## src/rtl/iirdf1_pkg.sv

```systemverilog
package iirdf1_pkg;

    // coefficient format: signed Q2.16
    localparam int COEF_W = 18;
    localparam int FRAC_W = 16;
    // headroom for summing up to 256 taps
    localparam int GUARD_W = 8;

    // control of one history chain
    typedef struct packed {
        logic shift;   // new sample enters at the head, the oldest drops out
        logic rotate;  // every cell takes its successor, the head wraps to the tail
        logic flush;   // history cleared to zero (with shift: all but the new sample)
    } t_chain_ctl;

    // control of the shared multiply-accumulate
    typedef struct packed {
        logic clr;     // accumulator back to zero
        logic en;      // a tap is presented this cycle
        logic neg;     // feedback tap, subtract the product
    } t_mac_ctl;

    // feedforward coefficients b[k]
    function automatic logic signed [COEF_W-1:0] ff_coef(input logic [6:0] idx);
        logic signed [COEF_W-1:0] c;
        case (idx)
            7'd0:  c = 18'sd140;    7'd1:  c = 18'sd235;    7'd2:  c = 18'sd380;
            7'd3:  c = 18'sd576;    7'd4:  c = 18'sd820;    7'd5:  c = 18'sd1109;
            7'd6:  c = 18'sd1440;   7'd7:  c = 18'sd1808;   7'd8:  c = 18'sd2208;
            7'd9:  c = 18'sd2633;   7'd10: c = 18'sd3076;   7'd11: c = 18'sd3529;
            7'd12: c = 18'sd3984;   7'd13: c = 18'sd4432;   7'd14: c = 18'sd4864;
            7'd15: c = 18'sd5272;   7'd16: c = 18'sd5648;   7'd17: c = 18'sd5983;
            7'd18: c = 18'sd6271;   7'd19: c = 18'sd6502;   7'd20: c = 18'sd6672;
            7'd21: c = 18'sd6774;   7'd22: c = 18'sd6804;   7'd23: c = 18'sd6759;
            7'd24: c = 18'sd6636;   7'd25: c = 18'sd6435;   7'd26: c = 18'sd6155;
            7'd27: c = 18'sd5798;   7'd28: c = 18'sd5367;   7'd29: c = 18'sd4865;
            7'd30: c = 18'sd4299;   7'd31: c = 18'sd3674;   7'd32: c = 18'sd2996;
            7'd33: c = 18'sd2275;   7'd34: c = 18'sd1517;   7'd35: c = 18'sd731;
            7'd36: c = -18'sd71;    7'd37: c = -18'sd881;   7'd38: c = -18'sd1687;
            7'd39: c = -18'sd2479;  7'd40: c = -18'sd3246;  7'd41: c = -18'sd3979;
            7'd42: c = -18'sd4667;  7'd43: c = -18'sd5302;  7'd44: c = -18'sd5876;
            7'd45: c = -18'sd6379;  7'd46: c = -18'sd6807;  7'd47: c = -18'sd7154;
            7'd48: c = -18'sd7414;
            default: c = '0;
        endcase
        return c;
    endfunction

    // feedback coefficients a[j+1]
    function automatic logic signed [COEF_W-1:0] fb_coef(input logic [5:0] idx);
        logic signed [COEF_W-1:0] c;
        case (idx)
            6'd0:  c = -18'sd62259; 6'd1:  c = 18'sd55706;  6'd2:  c = -18'sd49152;
            6'd3:  c = 18'sd42598;  6'd4:  c = -18'sd36045; 6'd5:  c = 18'sd29491;
            6'd6:  c = -18'sd22938; 6'd7:  c = 18'sd16384;  6'd8:  c = -18'sd9830;
            6'd9:  c = 18'sd3277;   6'd10: c = -18'sd1966;  6'd11: c = 18'sd655;
            6'd12: c = -18'sd524;   6'd13: c = 18'sd328;    6'd14: c = -18'sd197;
            6'd15: c = 18'sd66;     6'd16: c = -18'sd52;    6'd17: c = 18'sd33;
            6'd18: c = -18'sd20;    6'd19: c = 18'sd7;
            default: c = '0;
        endcase
        return c;
    endfunction

endpackage

```

## src/rtl/iirdf1_cell.sv

```systemverilog
module iirdf1_cell #(
    parameter int W = 16
) (
    input  logic                      i_clk,
    input  logic                      i_rst_n,
    input  iirdf1_pkg::t_chain_ctl    i_ctl,
    input  logic [W-1:0]              i_prev,
    input  logic [W-1:0]              i_next,
    output logic [W-1:0]              o_val
);

    logic [W-1:0] r_val;

    always_ff @(posedge i_clk) begin
        if (!i_rst_n) begin
            r_val <= '0;
        end else if (i_ctl.shift) begin
            r_val <= i_prev;
        end else if (i_ctl.rotate) begin
            r_val <= i_next;
        end else if (i_ctl.flush) begin
            r_val <= '0;
        end
    end

    assign o_val = r_val;

endmodule

```

## src/rtl/iirdf1_chain.sv

```systemverilog
module iirdf1_chain #(
    parameter int W     = 16,
    parameter int DEPTH = 49
) (
    input  logic                      i_clk,
    input  logic                      i_rst_n,
    input  iirdf1_pkg::t_chain_ctl    i_ctl,
    input  logic [W-1:0]              i_din,
    output logic [W-1:0]              o_head
);

    logic [W-1:0] val  [DEPTH];
    logic [W-1:0] prev [DEPTH];

    // cell 0 is the newest sample and the tap that the multiplier sees
    assign prev[0] = i_din;

    genvar g;
    generate
        for (g = 1; g < DEPTH; g++) begin : g_prev
            assign prev[g] = i_ctl.flush ? '0 : val[g-1];
        end
        for (g = 0; g < DEPTH; g++) begin : g_cell
            iirdf1_cell #(.W(W)) u_cell (
                .i_clk  (i_clk),
                .i_rst_n(i_rst_n),
                .i_ctl  (i_ctl),
                .i_prev (prev[g]),
                .i_next (val[(g + 1) % DEPTH]),
                .o_val  (val[g])
            );
        end
    endgenerate

    assign o_head = val[0];

endmodule

```

## config.mk

```make
export PLATFORM = sky130hd
export DESIGN_NAME = iirdf1_chain
export DESIGN_NICKNAME = d
export VERILOG_FILES = /design/src/rtl/iirdf1_pkg.sv /design/src/rtl/iirdf1_cell.sv /design/src/rtl/iirdf1_chain.sv
export SDC_FILE = /design/constraint.sdc
export NUM_CORES = 2
export LEC_CHECK = 0
export BUFFER_PORTS_ARGS = -buffer_cell sky130_fd_sc_hd__buf_2
export CAP_MARGIN = 20
export CORE_MARGIN = 2
export CORE_UTILIZATION = 58
export CTS_CLUSTER_SIZE = 20
export DETAILED_ROUTE_END_ITERATION = 10
export HOLD_SLACK_MARGIN = 0.12
export PLACE_DENSITY_LB_ADDON = 0.2
export SLEW_MARGIN = 5
export SYNTH_ARGS = -nofsm -noshare
export SYNTH_HDL_FRONTEND = slang
export SYNTH_SLANG_ARGS = --single-unit
```

## constraint.sdc

```tcl
create_clock -name i_clk -period 2.5 [get_ports i_clk]
set_input_delay 0.125 -clock i_clk [delete_from_list [all_inputs] [get_ports i_clk]]
set_output_delay 0.125 -clock i_clk [all_outputs]
set_load 0.005 [all_outputs]
```

==> out/results.ini <==
[global_route]
grt-ovfl-total = 0
antenna_found_initial = 0
grt_usage = 0.2193
grt_pass1_vias = 31264
grt_max_degree = 127
grt_pass1_wl_um = 152600

[timing]
relSlewSlack = 0.4745
finalCritPeriodShare = 0.8450
tightest_slew_ns = 0.7882
fin_tns_setup_ns = 0
fmax_mhz = 473.4
rsz0062_at_grt = no
fin_crit_ns = 2.112
hold_viol = 0
finClkSkew_ns = 0.02027
slew_violations = 0
setup_viol = 0

[synth]
yosys-top-cells-area = dfxtp_1, a221oi_2, or3b_1
synthXorXnorAreaFrac = 0
synth_top_cell_area_share = 0.3564
synthAdderAreaFrac = 0
synth_top_family_by_area = compound AO/OA/AOI/OAI gates
synthCells = 4527
yosysSeqAreaShare = 0.3564
yosysWarnings = 0
yosysTopAreaCell = dfxtp_1
synthesis.nets = 4548
synth_compound_area_frac = 0.3215
avgSynthCellArea_um2 = 9.727
synth_seq_cells = 784
yosysUniqueCellTypes = 15
syn-cell-area_mm2 = 0.04403
yosys.area_share.simple = 0.2651
synthMuxAreaShare = 0

[power_and_ir_drop]
power_frac_clock = 0.414
p_int_uw = 22070
power.leakage_uw = 0.01425
swShare = 0.2632
peakVddDrop_mv = 0.4670
p_sw_uw = 7882
combPwrFrac = 0.127
seqPwrFrac = 0.458
powerDensity_mw_per_mm2 = 621.8

[final_layout]
area_delta_synth_final_pct = 9.400
stdcell_area_mm2 = 0.04817
drive_gt1_frac = 0.2278
nets = 4260
diodes = 0
largest_reg_flops = 784
nFillCells = 6181

[drt]
wl_per_cell_um = 16.57
vias = 33424
dr.first_iter.drc_count = 2123
drc = 0
vias_per_cell = 6.324
first_pass_iters = 5
drt_wl_total_um = 87590
ant_nets = 0

[placement]
io_buffers = 36
dp_hpwl_um = 51670
placed_area_mm2 = 0.04522
gp_congestion = 0.7309

[setup_path]
path_class = in -> reg
start_kind = input pin
critPathRequiredTime_ns = 3.08
end_kind = register
arrival_ns = 2.69
cp_max_fo = 91

[floorplan]
core_mm2 = 0.07557
die_w_um = 279.5
start_util = 0.5827
ios = 37
rows = 101
die_h_um = 279.5
die_area_mm2 = 0.07814

[clocking]
clock_path_buffers = 3
ctsRootBufferMaster = clkbuf_16
cts_tree = done
clk-insertion-delay-late_ns = 0.64
cts.sinks = 784
clkSlewWorstSetupHoldPaths_ns = 0.06
htreeDepth = 3
cts-buffers-inserted = 87

[flow_run]
max_cap_viol_count = 0

[min_path]
min_path_type = in -> reg

[outcome]
status = completed

## worst paths after layout
kind	depth (start not counted)	start	end	slack, ns
setup / recovery	6	i_ctl[1]	g_cell[18].u_cell.o_val[4]$_SDFF_PN0_	0.39
hold / removal	4	i_din[6]	g_cell[0].u_cell.o_val[6]$_SDFF_PN0_	0.29
setup reg to reg	3	g_cell[18].u_cell.o_val[4]$_SDFF_PN0_	g_cell[18].u_cell.o_val[4]$_SDFF_PN0_	0.89
hold reg to reg	2	g_cell[25].u_cell.o_val[11]$_SDFF_PN0_	g_cell[26].u_cell.o_val[11]$_SDFF_PN0_	0.49
## power by group through the flow
stage	registers (uW)	logic [uW]	clock network, uW
after floorplan	13800	3070	0
after global placement	14000	3740	0
after detailed placement	14000	3800	0
after CTS	13700	3840	12700
after global routing	13800	4210	13200
final	13700	3810	12400
## layout make-up
class | count | area, um2 | area share
Inverter | 17 | 71.32 | 0.001480
Multi-Input combinational cell | 3120 | 25830 | 0.5361
Sequential cell | 784 | 15700 | 0.3258
Clock inverter | 14 | 155.1 | 0.003221
Tap cell | 978 | 1224 | 0.02540
Timing Repair Buffer | 229 | 2603 | 0.05402
Clock buffer | 143 | 2597 | 0.05392
## cell usage after synthesis, drive strengths merged
cell type	number
a21oi	784
a221oi	784
buf	186
clkbuf	420
dfxtp	784
inv	17
nand2b	768
or3b	784
## metal layers
metal | GRT usage | vias to the layer above | routed length (um)
met4 | 0.04717 | 0 | 1252
met2 | 0.3627 | 230 | 41520
met3 | 0.02852 | 104 | 1877
met1 | 0.3056 | 16322 | 42940
met5 | 0 | - | 0
li1 | - | 16768 | -
## what timing repair did
item,4_1_cts,5_1_grt
setup endpoints to repair,0,0
buffers inserted,0,0
gates resized for setup,0,0
hold buffers,20,0
hold endpoints to repair,55,0
## placed cells by master (no fill, tap or decap)
master         instances
nand2b_1             768
dfxtp_1              784
bufinv_16              1
buf_12                72
clkbuf_1              35
clkbuf_16             87
a221oi_2             538
buf_4                102
buf_2                 33
clkinv_2               7
clkinv_8               2
clkbuf_8              21
dlygate4sd3_1         20
inv_1                 16
inv_6                  2
a221oi_1             246
or3b_2               111
inv_8                  1
buf_8                  2
inv_16                 2
or3b_1               673
a21oi_1              784
## per-stage QoR
step                hold WS (ns)    util  setup WS (ns)  cells  total power, uW
finish                    0.2920  0.6375         0.3876   5285            29950
global route              0.2953  0.6375         0.2272   5285            31240
CTS                       0.2618  0.6375         0.5368   5285            30290
detailed placement        0.3958  0.5984         0.7433   5108            17780
global placement          0.3870  0.5984         0.7602   5108            17710
floorplan                 0.2793       -          1.256   4527            16870
## critical path: stages
cell and delay [ns]:
dlygate4sd3_1 0.58, buf_8 0.51, buf_12 0.35, a21oi_1 0.11, a221oi_1 0.30, dlygate4sd3_1 0.59
## cells by family (layout without fill, tap and decap cells)
logic type / Yosys count / in the layout
AO/OA/AOI/OAI: 1568 / 1568
buffers and inverters: 623 / 403
flip-flops: 784 / 784
AND/OR/NAND/NOR: 1552 / 1552
Note: power is estimated with default switching activity, not from simulation.
