<file path="src/rtl/iirdf1_pkg.sv">
package iirdf1_pkg;

    // coefficient format: signed Q2.16
    localparam int COEF_W = 18;
    localparam int FRAC_W = 16;
    // headroom for summing up to 256 taps
    localparam int GUARD_W = 8;

    // control of one history chain
    typedef struct packed {
        logic shift;   // new sample enters at the head, the oldest drops out
        logic rotate;  // every cell takes its successor, the head wraps to the tail
        logic flush;   // history cleared to zero (with shift: all but the new sample)
    } t_chain_ctl;

    // control of the shared multiply-accumulate
    typedef struct packed {
        logic clr;     // accumulator back to zero
        logic en;      // a tap is presented this cycle
        logic neg;     // feedback tap, subtract the product
    } t_mac_ctl;

    // feedforward coefficients b[k]
    function automatic logic signed [COEF_W-1:0] ff_coef(input logic [6:0] idx);
        logic signed [COEF_W-1:0] c;
        case (idx)
            7'd0:  c = 18'sd140;    7'd1:  c = 18'sd235;    7'd2:  c = 18'sd380;
            7'd3:  c = 18'sd576;    7'd4:  c = 18'sd820;    7'd5:  c = 18'sd1109;
            7'd6:  c = 18'sd1440;   7'd7:  c = 18'sd1808;   7'd8:  c = 18'sd2208;
            7'd9:  c = 18'sd2633;   7'd10: c = 18'sd3076;   7'd11: c = 18'sd3529;
            7'd12: c = 18'sd3984;   7'd13: c = 18'sd4432;   7'd14: c = 18'sd4864;
            7'd15: c = 18'sd5272;   7'd16: c = 18'sd5648;   7'd17: c = 18'sd5983;
            7'd18: c = 18'sd6271;   7'd19: c = 18'sd6502;   7'd20: c = 18'sd6672;
            7'd21: c = 18'sd6774;   7'd22: c = 18'sd6804;   7'd23: c = 18'sd6759;
            7'd24: c = 18'sd6636;   7'd25: c = 18'sd6435;   7'd26: c = 18'sd6155;
            7'd27: c = 18'sd5798;   7'd28: c = 18'sd5367;   7'd29: c = 18'sd4865;
            7'd30: c = 18'sd4299;   7'd31: c = 18'sd3674;   7'd32: c = 18'sd2996;
            7'd33: c = 18'sd2275;   7'd34: c = 18'sd1517;   7'd35: c = 18'sd731;
            7'd36: c = -18'sd71;    7'd37: c = -18'sd881;   7'd38: c = -18'sd1687;
            7'd39: c = -18'sd2479;  7'd40: c = -18'sd3246;  7'd41: c = -18'sd3979;
            7'd42: c = -18'sd4667;  7'd43: c = -18'sd5302;  7'd44: c = -18'sd5876;
            7'd45: c = -18'sd6379;  7'd46: c = -18'sd6807;  7'd47: c = -18'sd7154;
            7'd48: c = -18'sd7414;
            default: c = '0;
        endcase
        return c;
    endfunction

    // feedback coefficients a[j+1]
    function automatic logic signed [COEF_W-1:0] fb_coef(input logic [5:0] idx);
        logic signed [COEF_W-1:0] c;
        case (idx)
            6'd0:  c = -18'sd62259; 6'd1:  c = 18'sd55706;  6'd2:  c = -18'sd49152;
            6'd3:  c = 18'sd42598;  6'd4:  c = -18'sd36045; 6'd5:  c = 18'sd29491;
            6'd6:  c = -18'sd22938; 6'd7:  c = 18'sd16384;  6'd8:  c = -18'sd9830;
            6'd9:  c = 18'sd3277;   6'd10: c = -18'sd1966;  6'd11: c = 18'sd655;
            6'd12: c = -18'sd524;   6'd13: c = 18'sd328;    6'd14: c = -18'sd197;
            6'd15: c = 18'sd66;     6'd16: c = -18'sd52;    6'd17: c = 18'sd33;
            6'd18: c = -18'sd20;    6'd19: c = 18'sd7;
            default: c = '0;
        endcase
        return c;
    endfunction

endpackage

</file>
<file path="src/rtl/iirdf1_mac.sv">
module iirdf1_mac #(
    parameter int SB = 16
) (
    input  logic                                  i_clk,
    input  logic                                  i_rst_n,
    input  iirdf1_pkg::t_mac_ctl                  i_ctl,
    input  logic signed [SB-1:0]                  i_sample,
    input  logic signed [iirdf1_pkg::COEF_W-1:0]  i_coef,
    output logic signed [SB-1:0]                  o_y
);

    localparam int PROD_W = SB + iirdf1_pkg::COEF_W;
    localparam int ACC_W  = PROD_W + iirdf1_pkg::GUARD_W;
    localparam logic signed [ACC_W-1:0] HALF  = ACC_W'(1) <<< (iirdf1_pkg::FRAC_W - 1);
    localparam logic signed [ACC_W-1:0] Y_MAX = (ACC_W'(1) <<< (SB - 1)) - ACC_W'(1);
    localparam logic signed [ACC_W-1:0] Y_MIN = -Y_MAX - ACC_W'(1);

    logic signed [PROD_W-1:0] r_prod;
    logic                     r_prod_vld;
    logic                     r_prod_neg;
    logic signed [ACC_W-1:0]  r_acc;
    logic signed [ACC_W-1:0]  rnd;
    logic signed [ACC_W-1:0]  y_wide;

    always_ff @(posedge i_clk) begin
        r_prod <= i_sample * i_coef;
        r_prod_neg <= i_ctl.neg;
    end

    always_ff @(posedge i_clk) begin
        if (!i_rst_n) begin
            r_prod_vld <= 1'b0;
            r_acc      <= '0;
        end else begin
            r_prod_vld <= i_ctl.en;
            if (i_ctl.clr) begin
                r_acc <= '0;
            end else if (r_prod_vld) begin
                r_acc <= r_prod_neg ? r_acc - ACC_W'(r_prod) : r_acc + ACC_W'(r_prod);
            end
        end
    end

    // round half up, then clamp
    assign rnd    = r_acc + HALF;
    assign y_wide = rnd >>> iirdf1_pkg::FRAC_W;

    always_comb begin
        if (y_wide > Y_MAX) begin
            o_y = SB'(Y_MAX);
        end else if (y_wide < Y_MIN) begin
            o_y = SB'(Y_MIN);
        end else begin
            o_y = SB'(y_wide);
        end
    end

endmodule

</file>
<file path="config.mk">
export PLATFORM = sky130hd
export DESIGN_NAME = iirdf1_mac
export DESIGN_NICKNAME = d
export VERILOG_FILES = /design/src/rtl/iirdf1_pkg.sv /design/src/rtl/iirdf1_mac.sv
export SDC_FILE = /design/constraint.sdc
export NUM_CORES = 1
export LEC_CHECK = 0
export BUFFER_PORTS_ARGS = -buffer_cell sky130_fd_sc_hd__buf_2
export CORE_MARGIN = 2
export CORE_UTILIZATION = 60
export CTS_BUF_LIST = sky130_fd_sc_hd__clkbuf_8
export CTS_CLUSTER_SIZE = 40
export DETAILED_ROUTE_END_ITERATION = 7
export PLACE_DENSITY = 0.8
export REMOVE_ABC_BUFFERS = 1
export SLEW_MARGIN = 10
export SYNTH_ARGS = -nofsm -noshare
export SYNTH_HDL_FRONTEND = slang
export SYNTH_SLANG_ARGS = --single-unit
</file>
<file path="constraint.sdc">
create_clock -name i_clk -period 18.7 [get_ports i_clk]
set_input_delay 2.805 -clock i_clk [delete_from_list [all_inputs] [get_ports i_clk]]
set_output_delay 2.805 -clock i_clk [all_outputs]
set_load 0.05 [all_outputs]
</file>
==> results of run 1 <==
## final cells by class
type | instances | area share, %
Multi-Input combinational cell | 1389 | 77.0
Sequential cell | 78 | 9.05
Inverter | 393 | 8.54
Tap cell | 341 | 2.47
Timing Repair Buffer | 59 | 1.78
Clock buffer | 9 | 0.717
Clock inverter | 7 | 0.464
## registers in the layout, summed over array words and instances, names as in the netlist
| signal | count |
|---|---|
| r_prod_neg | 1 |
| r_acc | 42 |
| r_prod | 34 |
| r_prod_vld | 1 |
## cell usage after synthesis (3+ instances only)
master and number:
o31a_1 4, nor2_1 88, ha_1 129, buf_1 4
a21oi_1 86, o22ai_1 8, o31ai_1 3, o21ai_1 22
nand2_1 191, o21ai_0 28, clkbuf_1 59, nor3_1 32
nand2b_1 13, a221o_1 3, fa_1 291, a31oi_1 9
o21bai_1 8, o21a_1 12, nand4_1 9, or3_1 9
and4_1 3, and2_1 138, nor2b_1 8, dfxtp_1 78
nor4_1 3, a21o_1 30, nand3_1 29, inv_1 392
o211ai_1 9, and3_1 16, mux2i_1 25, xnor2_1 85
a211oi_1 11, xor2_1 37
## logic make-up after synthesis
kind of cell | Yosys count
AOI/OAI and AO/OA | 265
xor gates and xnor gates | 122
adders and majority gates | 420
buffers and inverters | 459
DFF | 78
muxes | 26
and+or+nand+nor | 556
## worst paths after layout
kind / cells past startpoint / endpoint / slack, ns / start
worst max-delay path: 22 / r_prod[33] / 9.82 / i_sample[15]
worst min-delay path: 2 / r_acc[0] / 0.48 / r_acc[0]
worst max register to register: 17 / r_acc[39] / 13.40 / r_prod[3]
worst min register to register: 2 / r_acc[0] / 0.48 / r_acc[0]
## placed cells by master (no fill, tap or decap), drive strengths merged, types with 8 or more instances in the layout
cell type  netlist  layout
mux2i           26      26
a211oi          11      11
clkbuf          59       9
fa             291     291
o21ai           50      50
o211ai           9       9
nor2b            8       8
nand3           30      30
buf              7      59
and3            16      16
inv            392     395
ha             129     129
a21oi           86      86
a31oi           10      10
o21bai           8       8
dfxtp           78      78
nand2b          13      13
o21a            12      12
nand2          191     191
xnor2           85      85
nand4            9       9
and2           138     138
nor2            89      89
o22ai            8       8
a21o            31      31
or3             11      11
xor2            37      37
nor3            33      33
## layer usage
layer	wire (µm)	share of wire, %	up-vias
met2	16700	47	345
met5	0	0	-
met3	2120	5.9	52
li1	-	-	6023
met4	741	2.1	0
met1	16100	45	6074
## worst max-delay path, delay by kind of cell
kind	cells	cell delay [ns]
and+or+nand+nor	3	0.64
AOI/OAI and AO/OA	7	1.41
xor gates and xnor gates	1	0.14
adders and majority gates	7	3.52
buffers and inverters	4	0.65
## per-stage QoR
| stage | utilization (%) | setup WS (ns) | cells | area [µm²] | hold WS [ns] |
|---|---|---|---|---|---|
| after floorplan | - | 10.12 | 1860 | 16300 | 0.456 |
| after global placement | 63.1 | 9.58 | 2260 | 17100 | 0.464 |
| after detailed placement | 63.1 | 9.39 | 2260 | 17100 | 0.473 |
| after CTS | 63.9 | 9.77 | 2276 | 17300 | 0.486 |
| after global routing | 63.9 | 9.44 | 2276 | 17300 | 0.514 |
| final | 63.9 | 9.82 | 2276 | 17300 | 0.482 |
==> impl_metrics.ini, run 1 <==
[layout]
drive_gt1_share_pct = 5.06
antenna_cells = 0
regArea_um2 = 1560
fillerInstances = 2276
area_growth_pct = 4.11
multi_input_area_um2 = 13300
num-nets-final = 2389

[logic_synthesis]
synth_top_area_share_pct = 35.1
synthAdderAreaFrac_pct = 44.9
yosys_warnings = 0
synth_xor_area_share_pct = 6.44
synth_top_flop_cell = dfxtp_1
synth_compound_area_share_pct = 10.3
syn_avg_cell_area_um2 = 8.61
yosysSeqAreaShare_pct = 9.42
synth_top_cell_by_area = fa_1
syn_area_um2 = 16600
synth.mux.area_fraction_pct = 1.64
synthCells = 1926
async_flop_share_pct = 0
synth-seq-cells = 78
synth_edf_count = 0
synth_top_family_by_area = adder cells
synthSimpleGateAreaFrac_pct = 16.8
synth.distinct_cells = 73
synth.top_cells.by_area = fa_1 35%, ha_1 9.7%, dfxtp_1 9.4%

[grt]
grt_use_total_pct = 26.3
gr-usage-met1_pct = 35.0
grt_pass1_vias = 13064
gr-total-overflow = 0
grt_pass1_wl_um = 61600
gr-max-usage-layer = met2
grt_max_degree = 43
antenna_found_initial = 0
met2_usage_pct = 44.4
gr-usage-met3_pct = 4.91

[detailed_routing]
post_drt_wl_per_cell_um = 15.7
ant_nets = 0
dr.pass1.iters = 5
drtIter0Drc = 550
wirelength_um = 35700
drc = 0
viasPerCell = 5.49
vias = 12494

[timing]
fmax_ghz = 0.113
setup_viol = 0
worstMarginPinSlew_ns = 0.815
finalSetupTns_ns = 0
finClkSkew_ns = 0.0161
finalHoldViolCount = 0
rsz0062_at_grt = false
drv_slew = 0
slew_headroom_pct = 45.2
period_needed_ns = 8.88
final.period_utilization_pct = 47.5

[placed_design]
numPortBuffers = 54
dpl.hpwl_um = 29800
place_congestion = 0.919

[worst_setup_path]
crit_slowest_cell = fa_1
cp_max_fo = 15
startpoint_type = input pin
critPathMaxStageDelay_ns = 0.55
path_cells = buf_2 -> inv_1 -> nor2_1 -> fa_1 -> fa_1 -> fa_1 -> fa_1 -> fa_1 -> inv_1 -> fa_1 -> inv_1 -> ha_1 -> and4_1 -> and4_1 -> o21ai_1 -> a31oi_1 -> o221ai_1 -> a21oi_1 -> a31o_2 -> a221o_1 -> a21oi_1 -> xnor2_1
cp.required_ns = 18.99
cp.arrival_ns = 9.18
criticalPathCategory = in2reg
path_common_cell = fa_1
cp-end-kind = flip-flop

[outcome]
status = complete, no violations

[floorplanning]
die_x_um = 170
die_h_um = 170
core_um2 = 27000
dieArea_um2 = 29000
start_util_pct = 61.4
io_pins = 55
num_rows = 60

[clock_tree]
htreeDepth = 3
hold_buffers = 0
clockRootBuffer = clkbuf_8
clk_latency_ns = 0.37
clockBufferDepth = 2
path_clk_slew_ns = 0.09
cts_tree = yes
numCtsBuffers = 9
cts_resized = 0
post_cts_buffers = 0
clock-sinks = 78

[job]
maxCapViolations = 0

[min_path]
hold_class = reg2reg
Power of run 1 is not shown: default switching activity piles up to over one toggle a cycle in this logic, so the estimate is an artifact.
==> run 2: changes to the inputs <==
--- a/config.mk
+++ b/config.mk
@@ -11,7 +11,7 @@
 export CTS_BUF_LIST = sky130_fd_sc_hd__clkbuf_8
 export CTS_CLUSTER_SIZE = 40
 export DETAILED_ROUTE_END_ITERATION = 7
-export PLACE_DENSITY = 0.8
+export PLACE_DENSITY = 0.83
 export REMOVE_ABC_BUFFERS = 1
 export SLEW_MARGIN = 10
 export SYNTH_ARGS = -nofsm -noshare
==> constraint.sdc (replaced) <==
create_clock -name i_clk -period 7.8 [get_ports i_clk]
set_input_delay 1.17 -clock i_clk [delete_from_list [all_inputs] [get_ports i_clk]]
set_output_delay 1.17 -clock i_clk [all_outputs]
set_load 0.05 [all_outputs]
==> run 2 against run 1 <==
  * Non-clock buffer count grew 5
  * Utilization grew 0.32 points
  * Cell count grew 0.22%
  * Register-to-register slack lost 11 ns
==> impl_metrics.ini, run 2 (synthesis gave the netlist of run 1 again) <==
[outcome]
status = complete, no violations

[detailed_routing]
wirelength_um = 36200
dr.pass1.iters = 5
viasPerCell = 5.54
ant_nets = 0
vias = 12641
drc = 0
drtIter0Drc = 750
post_drt_wl_per_cell_um = 15.9

[layout]
area_growth_pct = 4.64
reg_top3 = r_acc x42, r_prod x34
multi_input_area_um2 = 13300
largest_reg_flops = 42
fillerInstances = 2232
top_register = r_acc
num-nets-final = 2394
antenna_cells = 0
final_cell_mix = 392 x inv_1, 291 x fa_1, 191 x nand2_1, 138 x and2_1, 129 x ha_1
drive_gt1_share_pct = 5.26
final_common_cell = inv_1
regArea_um2 = 1560

[floorplanning]
dieArea_um2 = 29000
core_um2 = 27000
io_pins = 55
start_util_pct = 61.4
die_x_um = 170
num_rows = 60
die_h_um = 170

[timing]
finalHoldViolCount = 0
worstMarginPinSlew_ns = 0.872
period_needed_ns = 7.13
drv_slew = 0
finalSetupTns_ns = 0
fmax_ghz = 0.140
slew_headroom_pct = 41.8
finClkSkew_ns = 0.0137
rsz0062_at_grt = false
setup_viol = 0
final.period_utilization_pct = 91.4

[clock_tree]
hold_buffers = 0
path_clk_slew_ns = 0.09
cts_tree = yes
numCtsBuffers = 9
clock-sinks = 78
cts_resized = 0
clk_latency_ns = 0.36
clockRootBuffer = clkbuf_8
post_cts_buffers = 0
htreeDepth = 3
clockBufferDepth = 2

[placed_design]
numPortBuffers = 54
place_congestion = 0.923
dpl.hpwl_um = 30200

[min_path]
hold-path-cell-count = 2
hold_class = reg2reg

[job]
maxCapViolations = 0

[worst_setup_path]
startpoint_type = input pin
cp.required_ns = 8.04
crit_slowest_cell = fa_1
cp_max_fo = 18
path_cells = buf_2 -> nand2_1 -> inv_1 -> fa_1 -> inv_1 -> fa_1 -> inv_1 -> fa_1 -> fa_1 -> fa_1 -> inv_1 -> fa_1 -> inv_1 -> ha_1 -> a21oi_1 -> o211ai_1 -> a21oi_1 -> a31oi_1 -> o221ai_1 -> a21oi_1 -> a31o_2 -> a221o_1 -> a21oi_1 -> xnor2_1
rr_worst_depth = 17
cp.arrival_ns = 7.36
cp-end-kind = flip-flop
crit_family = adder cells
crit_buf_inv = 6
criticalPathCategory = in2reg
path_common_cell = fa_1
critPathMaxStageDelay_ns = 0.56
cp.depth = 24

[grt]
grt_use_total_pct = 26.7
grt_pass1_wl_um = 62800
gr-total-overflow = 0
antenna_found_initial = 0
grt_max_degree = 43
grt_pass1_vias = 13263
[run 2: through the flow]
stage	hold WS, ns	setup slack (ns)	instance area, µm²	instances	util, %
after floorplan	0.456	0.856	16300	1860	-
after global placement	0.464	0.390	17100	2265	63.3
after detailed placement	0.474	0.289	17100	2265	63.3
after CTS	0.487	0.694	17400	2281	64.2
after global routing	0.511	0.377	17400	2281	64.2
final	0.491	0.675	17400	2281	64.2
[run 2: final timing paths]
path	startpoint	end	slack (ns)
worst max-delay path	i_sample[1]	r_prod[33]	0.67
worst min-delay path	r_acc[0]	r_acc[0]	0.49
worst max register to register	r_prod[3]	r_acc[39]	2.57
worst min register to register	r_acc[0]	r_acc[0]	0.49
[run 2: final cells by class]
class	count	share of cell area, %
clock inverter	6	0.678
multi-input combinational	1389	76.6
inverter	393	8.50
tap	341	2.46
sequential	78	9.00
clock buffer	10	0.793
timing repair buffer	64	1.99
[run 2: per-layer routing]
metal,wire (µm),global-route usage (%),vias to the layer above
met2,16800,44.8,461
met3,2800,4.35,48
met4,528,5.50,0
li1,-,-,6042
met1,16000,36.9,6090
met5,0,0,-
[run 2: worst min-delay path, cell delays in order (launching register included)]
cell and delay [ns]:
dfxtp_1 0.32, nor2_1 0.08, a211oi_1 0.05
Power of run 2 is left out for the same reason.
